[src/htam_pkg.sv]
// Shared types and constants for the heater temperature alert monitor.
// No dependencies.
`timescale 1ns / 1ps

package htam_pkg;

	// APB address and data widths
	localparam int ADDR_W = 4;
	localparam int DATA_W = 32;

	// Field widths
	localparam int TEMP_W   = 11;
	localparam int SETPT_W  = 8;
	localparam int WIN_W    = 6;
	localparam int MARGIN_W = 8;

	// Reset values of the registers and state
	localparam logic [SETPT_W-1:0]         SET_TEMP_RST  = 8'd50;
	localparam logic [WIN_W-1:0]           WINDOW_RST    = 6'd3;
	localparam logic [WIN_W-1:0]           HYST_RST      = 6'd2;
	localparam logic [MARGIN_W-1:0]        MARGIN_RST    = 8'd10;
	localparam logic signed [TEMP_W-1:0]   REF_TEMP_RST  = 11'sd1023;

	// Register index, taken from paddr[3:2]
	typedef enum logic [1:0] {
		REG_SET_TEMP = 2'd0,
		REG_WINDOW   = 2'd1,
		REG_HYST     = 2'd2,
		REG_MARGIN   = 2'd3
	} htam_reg_t;

	// Configuration seen by the datapath
	typedef struct packed {
		logic [SETPT_W-1:0]  set_temperature;
		logic [WIN_W-1:0]    alert_window;
		logic [WIN_W-1:0]    alert_hysteresis;
		logic [MARGIN_W-1:0] rise_margin;
	} htam_cfg_t;

	// One input sample
	typedef struct packed {
		logic signed [TEMP_W-1:0] temperature;
		logic                     sensor_fault;
		logic                     heater_on;
		logic                     calibrating;
		logic                     ten_second_tick;
	} htam_item_t;

	// One result
	typedef struct packed {
		logic sensor_alert;
		logic reached_alert;
		logic runaway_alert;
		logic force_sound;
	} htam_res_t;

endpackage

[src/heater_temperature_alert_monitor_top.sv]
// Heater temperature alert monitor, top level.
// The sample is registered in the input stage, and its result in the result stage.
// Throughput: one sample per cycle unless out_stall holds the result stage; the input register
// and result register each hold one beat, and the window/reference state is registered.
// Reset (arst_n low, asynchronous): both stages empty, registers at defaults,
// narrow window, reference temperature 1023.
`timescale 1ns / 1ps

module heater_temperature_alert_monitor_top (
	input  logic                              clk,
	input  logic                              arst_n,
	// Configuration port
	input  logic                              psel,
	input  logic                              penable,
	input  logic                              pwrite,
	input  logic [htam_pkg::ADDR_W-1:0]       paddr,
	input  logic [htam_pkg::DATA_W-1:0]       pwdata,
	output logic [htam_pkg::DATA_W-1:0]       prdata,
	output logic                              pready,
	// Sample input
	input  logic                              in_valid,
	output logic                              in_stall,
	input  logic signed [htam_pkg::TEMP_W-1:0] temperature,
	input  logic                              sensor_fault,
	input  logic                              heater_on,
	input  logic                              calibrating,
	input  logic                              ten_second_tick,
	// Alert output
	output logic                              out_valid,
	input  logic                              out_stall,
	output logic                              sensor_alert,
	output logic                              reached_alert,
	output logic                              runaway_alert,
	output logic                              force_sound
);
	import htam_pkg::*;

	htam_cfg_t  cfg;
	htam_item_t item_s1;
	logic       valid_s1;
	htam_res_t  res;
	htam_res_t  res_s2;
	logic       valid_s2;
	logic       adv_s2;
	logic       adv_s1;
	logic       load_s1;

	htam_regs u_regs (
		.clk     (clk),
		.arst_n  (arst_n),
		.psel    (psel),
		.penable (penable),
		.pwrite  (pwrite),
		.paddr   (paddr),
		.pwdata  (pwdata),
		.prdata  (prdata),
		.pready  (pready),
		.cfg     (cfg)
	);

	// Pipeline flow: result stage frees when empty or its beat is taken
	assign adv_s2   = !valid_s2 || !out_stall;
	assign adv_s1   = valid_s1 && adv_s2;
	assign in_stall = valid_s1 && !adv_s2;
	assign load_s1  = in_valid && !in_stall;

	// Input stage
	always_ff @(posedge clk or negedge arst_n) begin
		if (!arst_n) begin
			valid_s1 <= 1'b0;
		end else if (!in_stall) begin
			valid_s1 <= in_valid;
		end
	end

	always_ff @(posedge clk) begin
		if (load_s1) begin
			item_s1.temperature     <= temperature;
			item_s1.sensor_fault    <= sensor_fault;
			item_s1.heater_on       <= heater_on;
			item_s1.calibrating     <= calibrating;
			item_s1.ten_second_tick <= ten_second_tick;
		end
	end

	htam_core u_core (
		.clk     (clk),
		.arst_n  (arst_n),
		.cfg     (cfg),
		.item    (item_s1),
		.advance (adv_s1),
		.res     (res)
	);

	// Result stage
	always_ff @(posedge clk or negedge arst_n) begin
		if (!arst_n) begin
			valid_s2 <= 1'b0;
		end else if (adv_s2) begin
			valid_s2 <= valid_s1;
		end
	end

	always_ff @(posedge clk) begin
		if (adv_s1) begin
			res_s2 <= res;
		end
	end

	assign out_valid     = valid_s2;
	assign sensor_alert  = res_s2.sensor_alert;
	assign reached_alert = res_s2.reached_alert;
	assign runaway_alert = res_s2.runaway_alert;
	assign force_sound   = res_s2.force_sound;

endmodule

[src/htam_regs.sv]
// APB configuration registers of the heater temperature alert monitor.
// Depends on htam_pkg.
`timescale 1ns / 1ps

module htam_regs (
	input  logic                           clk,
	input  logic                           arst_n,
	input  logic                           psel,
	input  logic                           penable,
	input  logic                           pwrite,
	input  logic [htam_pkg::ADDR_W-1:0]    paddr,
	input  logic [htam_pkg::DATA_W-1:0]    pwdata,
	output logic [htam_pkg::DATA_W-1:0]    prdata,
	output logic                           pready,
	output htam_pkg::htam_cfg_t            cfg
);
	import htam_pkg::*;

	htam_cfg_t cfg_q;
	htam_reg_t reg_sel;
	logic      wr_en;

	assign pready  = 1'b1;
	assign reg_sel = htam_reg_t'(paddr[ADDR_W-1:2]);
	assign wr_en   = psel & penable & pwrite;
	assign cfg     = cfg_q;

	// Register writes on the access phase
	always_ff @(posedge clk or negedge arst_n) begin
		if (!arst_n) begin
			cfg_q.set_temperature  <= SET_TEMP_RST;
			cfg_q.alert_window     <= WINDOW_RST;
			cfg_q.alert_hysteresis <= HYST_RST;
			cfg_q.rise_margin      <= MARGIN_RST;
		end else if (wr_en) begin
			case (reg_sel)
				REG_SET_TEMP: cfg_q.set_temperature  <= pwdata[SETPT_W-1:0];
				REG_WINDOW:   cfg_q.alert_window     <= pwdata[WIN_W-1:0];
				REG_HYST:     cfg_q.alert_hysteresis <= pwdata[WIN_W-1:0];
				REG_MARGIN:   cfg_q.rise_margin      <= pwdata[MARGIN_W-1:0];
				default: ;
			endcase
		end
	end

	// Read mux
	always_comb begin
		prdata = '0;
		case (reg_sel)
			REG_SET_TEMP: prdata[SETPT_W-1:0]  = cfg_q.set_temperature;
			REG_WINDOW:   prdata[WIN_W-1:0]    = cfg_q.alert_window;
			REG_HYST:     prdata[WIN_W-1:0]    = cfg_q.alert_hysteresis;
			REG_MARGIN:   prdata[MARGIN_W-1:0] = cfg_q.rise_margin;
			default:      prdata = '0;
		endcase
	end

endmodule

[src/htam_core.sv]
// Alert evaluation and state (window flag, reference temperature).
// Depends on htam_pkg.
`timescale 1ns / 1ps

module htam_core (
	input  logic                  clk,
	input  logic                  arst_n,
	input  htam_pkg::htam_cfg_t   cfg,
	input  htam_pkg::htam_item_t  item,
	input  logic                  advance,
	output htam_pkg::htam_res_t   res
);
	import htam_pkg::*;

	logic                      window_widened_q;
	logic signed [TEMP_W-1:0]  ref_temp_q;

	logic signed [TEMP_W:0]    t_w;
	logic signed [TEMP_W:0]    sp_w;
	logic signed [TEMP_W:0]    width_w;
	logic signed [TEMP_W:0]    lo_w;
	logic signed [TEMP_W:0]    hi_w;
	logic signed [TEMP_W:0]    ref_w;
	logic signed [TEMP_W:0]    limit_w;
	logic                      in_window;
	logic                      narrow;
	logic                      below_ref;
	logic                      good;
	logic                      tracking;

	// Widen everything by one bit so the reference start value cannot wrap
	assign t_w     = {item.temperature[TEMP_W-1], item.temperature};
	assign sp_w    = {{(TEMP_W+1-SETPT_W){1'b0}}, cfg.set_temperature};
	assign width_w = {{(TEMP_W+1-WIN_W){1'b0}}, cfg.alert_window}
	               + (window_widened_q ?
	                  {{(TEMP_W+1-WIN_W){1'b0}}, cfg.alert_hysteresis} : '0);
	assign lo_w    = sp_w - width_w;
	assign hi_w    = sp_w + width_w;
	assign ref_w   = {ref_temp_q[TEMP_W-1], ref_temp_q};
	assign limit_w = ref_w + {{(TEMP_W+1-MARGIN_W){1'b0}}, cfg.rise_margin};

	assign in_window = (t_w > lo_w) && (t_w < hi_w);
	// width in use equals alert_window
	assign narrow    = !window_widened_q || (cfg.alert_hysteresis == '0);
	assign below_ref = t_w < ref_w;
	assign good      = !item.sensor_fault;
	assign tracking  = item.heater_on || item.calibrating;

	// Result of the current sample
	always_comb begin
		res.sensor_alert  = item.sensor_fault && item.ten_second_tick;
		res.reached_alert = good && in_window && narrow && item.heater_on;
		res.runaway_alert = good && !tracking && item.ten_second_tick
		                  && !below_ref && (t_w >= limit_w);
		res.force_sound   = res.sensor_alert || res.runaway_alert;
	end

	// State update, once per fault-free sample leaving the input stage
	always_ff @(posedge clk or negedge arst_n) begin
		if (!arst_n) begin
			window_widened_q <= 1'b0;
			ref_temp_q       <= REF_TEMP_RST;
		end else if (advance && good) begin
			window_widened_q <= in_window;
			if (tracking || (item.ten_second_tick && below_ref)) begin
				ref_temp_q <= item.temperature;
			end
		end
	end

endmodule

[config.mk]
export PLATFORM = sky130hd
export DESIGN_NAME = heater_temperature_alert_monitor_top
export DESIGN_NICKNAME = d
export VERILOG_FILES = /design/src/htam_pkg.sv /design/src/heater_temperature_alert_monitor_top.sv /design/src/htam_regs.sv /design/src/htam_core.sv
export SDC_FILE = /design/constraint.sdc
export NUM_CORES = 1
export LEC_CHECK = 0
export ABC_AREA = 1
export BUFFER_PORTS_ARGS = -buffer_cell sky130_fd_sc_hd__buf_4
export CAP_MARGIN = 20
export CORE_ASPECT_RATIO = 0.5
export CORE_UTILIZATION = 25
export DETAILED_ROUTE_END_ITERATION = 8
export REMOVE_ABC_BUFFERS = 1
export SETUP_SLACK_MARGIN = 0.3
export SLEW_MARGIN = 20
export SYNTH_ARGS = -nofsm -noshare
export SYNTH_HDL_FRONTEND = slang
export SYNTH_SLANG_ARGS = --single-unit
[constraint.sdc]
create_clock -name clk -period 11 [get_ports clk]
set_clock_uncertainty 0.15 [all_clocks]
set_input_delay 2.75 -clock clk [delete_from_list [all_inputs] [get_ports clk]]
set_output_delay 2.75 -clock clk [all_outputs]
set_load 0.01 [all_outputs]
==> results by group <==
Worst setup path
  • WP data required: 8100 ps
  • Crit path kind: primary input to primary output
  • Crit path DAT: 3880 ps
  • Crit-path max FO: 12
  • Setup crit start kind: primary input
  • CP Capture Type: primary output

Detailed routing
  • Routed len/inst: 12.5 µm
  • Post-DRT Antenna Nets: 0
  • Via-to-Cell Ratio: 4.38
  • Starting DRT DRC Count: 208
  • Detailed Route WL: 11700 µm
  • DRT Pass-1 Iters: 5
  • Residual DRC: 0
  • Detailed-route via count: 4105

Pwr
  • Static leakage: 2.97 nW
  • Worst vdd rail ir drop: 0.0000856 V
  • Pwr per Cell Area: 213 nW/µm²

Global route
  • First-pass GRT wire length: 19200 µm
  • GRT Overall Usage: 11.8%
  • Largest net degree at the start of global routing: 43
  • Vias in the first global route: 3897
  • Initial antenna violation count: 0
  • Grt total ovfl: 0

Floorplanning
  • Core Region: 19500 µm²
  • Core Rows: 36
  • Die width: 201 µm
  • Die Ht: 102 µm
  • Die footprint: 20500 µm²
  • Starting Density: 25.5%
  • IO Count: 97

Clock tree
  • Post-CTS resize count: 0
  • Worst-path clk slew: 50 ps
  • Clock sinks: 61
  • Root Buffer: clkbuf_16
  • CTS tree: done
  • Maximum root-to-sink buffer count: 2
  • TritonCTS buffer count: 9
  • Cts-stage hold buffer count: 0
  • H-tree depth: 3
  • Clk_lat worst skew: 330 ps
  • Setup bufs post-CTS: 0

STA
  • RSZ-0062 raised after global routing: no
  • Min cycle time layout: 6780 ps
  • Max-slew headroom: 53.5%
  • Max Freq: 147 MHz
  • Hold Violations, Final: 0
  • Final setup TNS: 0 ps
  • Period utilization: 61.7%
  • Final setup fails: 0
  • Final slew viol count: 0
  • Final hold slack: 317 ps
  • Worst slew pin tran: 689 ps

Synth
  • Post-synthesis register bit count: 61
  • Syn Std Cell Area: 4970 µm²
  • Synth cell types: 33
  • Cell count after synthesis: 624
  • Post-synthesis sequential area ratio: 33.1%
  • Synth warnings: 0
  • Syn avg cell area: 7.96 µm²

Final layout
  • Synthesis-to-layout area growth: 16.7%
  • Ratio of cells with drive above 1 in the final layout: 12.6%
  • N_diodes: 0
  • Post-layout net count: 805

Place
  • PortBufs: 45
  • Routability Congestion: 0.852
  • Hpwl dp: 9190 µm

Worst hold path
  • Min-delay worst type: flop to flop

Job
  • Max_cap viols: 0

Status
  • Status: finished, final reports clean
## layout by cell type, fill, tap and decap left out, types with 2 or more instances in the layout
| master | n |
|---|---|
| a32oi_1 | 2 |
| buf_4 | 45 |
| dfrtp_1 | 24 |
| conb_1 | 25 |
| fa_1 | 4 |
| o21ai_0 | 41 |
| edfxtp_1 | 19 |
| ha_1 | 76 |
| a31oi_1 | 5 |
| nand2_1 | 151 |
| o21bai_1 | 2 |
| nor3_1 | 2 |
| nand2_2 | 2 |
| nor2_1 | 33 |
| xnor2_1 | 4 |
| or2_2 | 5 |
| inv_1 | 82 |
| clkbuf_1 | 2 |
| dfstp_2 | 18 |
| nand4_1 | 10 |
| o311ai_0 | 2 |
| a21oi_1 | 45 |
| a21o_1 | 3 |
| xor2_1 | 17 |
| and3_1 | 2 |
| nand3_1 | 32 |
| clkbuf_16 | 10 |
## cell families (layout without fill, tap and decap cells)
kind of cell	count (synthesis)	in the layout	synth area share, %
xor+xnor	21	21	3.70
buf+inv	118	143	11.1
fa+ha+maj	80	80	20.7
flops	61	61	33.1
simple gates	240	240	20.2
compound gates	102	102	11.1
other cells	2	25	0.151
## registers in the layout (all words and copies together) (netlist names)
name and count:
item_s1 15, reached_alert 1, sensor_alert 1, runaway_alert 1
u_core.ref_temp_q 11, force_sound 1, u_core.window_widened_q 1, valid_s1 1
out_valid 1, u_regs.cfg 28
## synth_stat cells
cell / count / share of area, %
a21o_1: 3 / 0.45
a21oi_1: 45 / 4.5
a31oi_1: 5 / 0.63
a32oi_1: 2 / 0.35
and2_1: 1 / 0.13
and3_1: 2 / 0.25
buf_2: 1 / 0.10
buf_4: 26 / 3.9
buf_6: 1 / 0.23
clkbuf_1: 8 / 0.60
conb_1: 2 / 0.15
dfrtp_1: 24 / 12
dfstp_2: 18 / 9.5
edfxtp_1: 19 / 11
fa_1: 4 / 1.6
ha_1: 76 / 19
inv_1: 82 / 6.2
nand2_1: 151 / 11
nand2_2: 2 / 0.25
nand3_1: 32 / 3.2
nand3_2: 1 / 0.20
nand4_1: 10 / 1.3
nor2_1: 33 / 2.5
nor3_1: 2 / 0.20
nor4_1: 1 / 0.13
o21ai_0: 41 / 4.1
o21bai_1: 2 / 0.30
o221ai_1: 1 / 0.18
o311ai_0: 2 / 0.35
o41ai_1: 1 / 0.18
or2_2: 5 / 0.63
xnor2_1: 4 / 0.70
xor2_1: 17 / 3.0
## final timing paths
| kind | from | endpoint | slack [ps] | cells after the start |
|---|---|---|---|---|
| setup / recovery | paddr[3] | prdata[4] | 4220 | 7 |
| hold / removal | valid_s1 | out_valid | 320 | 2 |
| setup reg to reg | u_core.window_widened_q | reached_alert | 6120 | 25 |
| hold reg to reg | valid_s1 | out_valid | 320 | 2 |
| max in group asynchronous | arst_n | u_regs.cfg[0] | 8030 | 1 |
| min in group asynchronous | arst_n | u_core.ref_temp_q[10] | 2270 | 1 |
## stage by stage
stage / setup WS [ps] / total power, mW / instance area [µm²] / cells / utilization, %
finish: 4220 / 1.24 / 5800 / 938 / 29.8
detailed placement: 4240 / 0.942 / 5490 / 922 / 28.2
global route: 4130 / 1.36 / 5800 / 938 / 29.8
CTS: 4240 / 1.24 / 5800 / 938 / 29.8
floorplan: 4620 / 0.789 / 4810 / 611 / -
global placement: 4290 / 0.920 / 5490 / 922 / 28.2
## worst max-delay path: stages
cell and delay [ps]:
buf_4 120, inv_1 80, ha_1 380, inv_1 170, nor2_1 140, a31oi_1 70
buf_4 170
## layer usage
metal | GRT usage [%] | share of wire [%] | vias to the layer above
met1 | 15.1 | 47 | 1929
met4 | 3.03 | 1.4 | 0
met5 | 0 | 0 | -
li1 | - | - | 2095
met3 | 2.54 | 4.2 | 10
met2 | 20.5 | 47 | 71
## layout make-up
type,count,area (µm²)
multi-input combinational,468,2860
tap,266,333
sequential,61,1640
clock buffer,13,272
timing repair buffer,45,338
clock inverter,3,42.5
inverter,82,308
fill,2045,13700
## report_power, final
group          internal (mW)  switching (mW)
sequential             0.294          0.0553
clock                  0.195           0.103
combinational          0.245           0.344
Power figures use the tool's default switching activity.
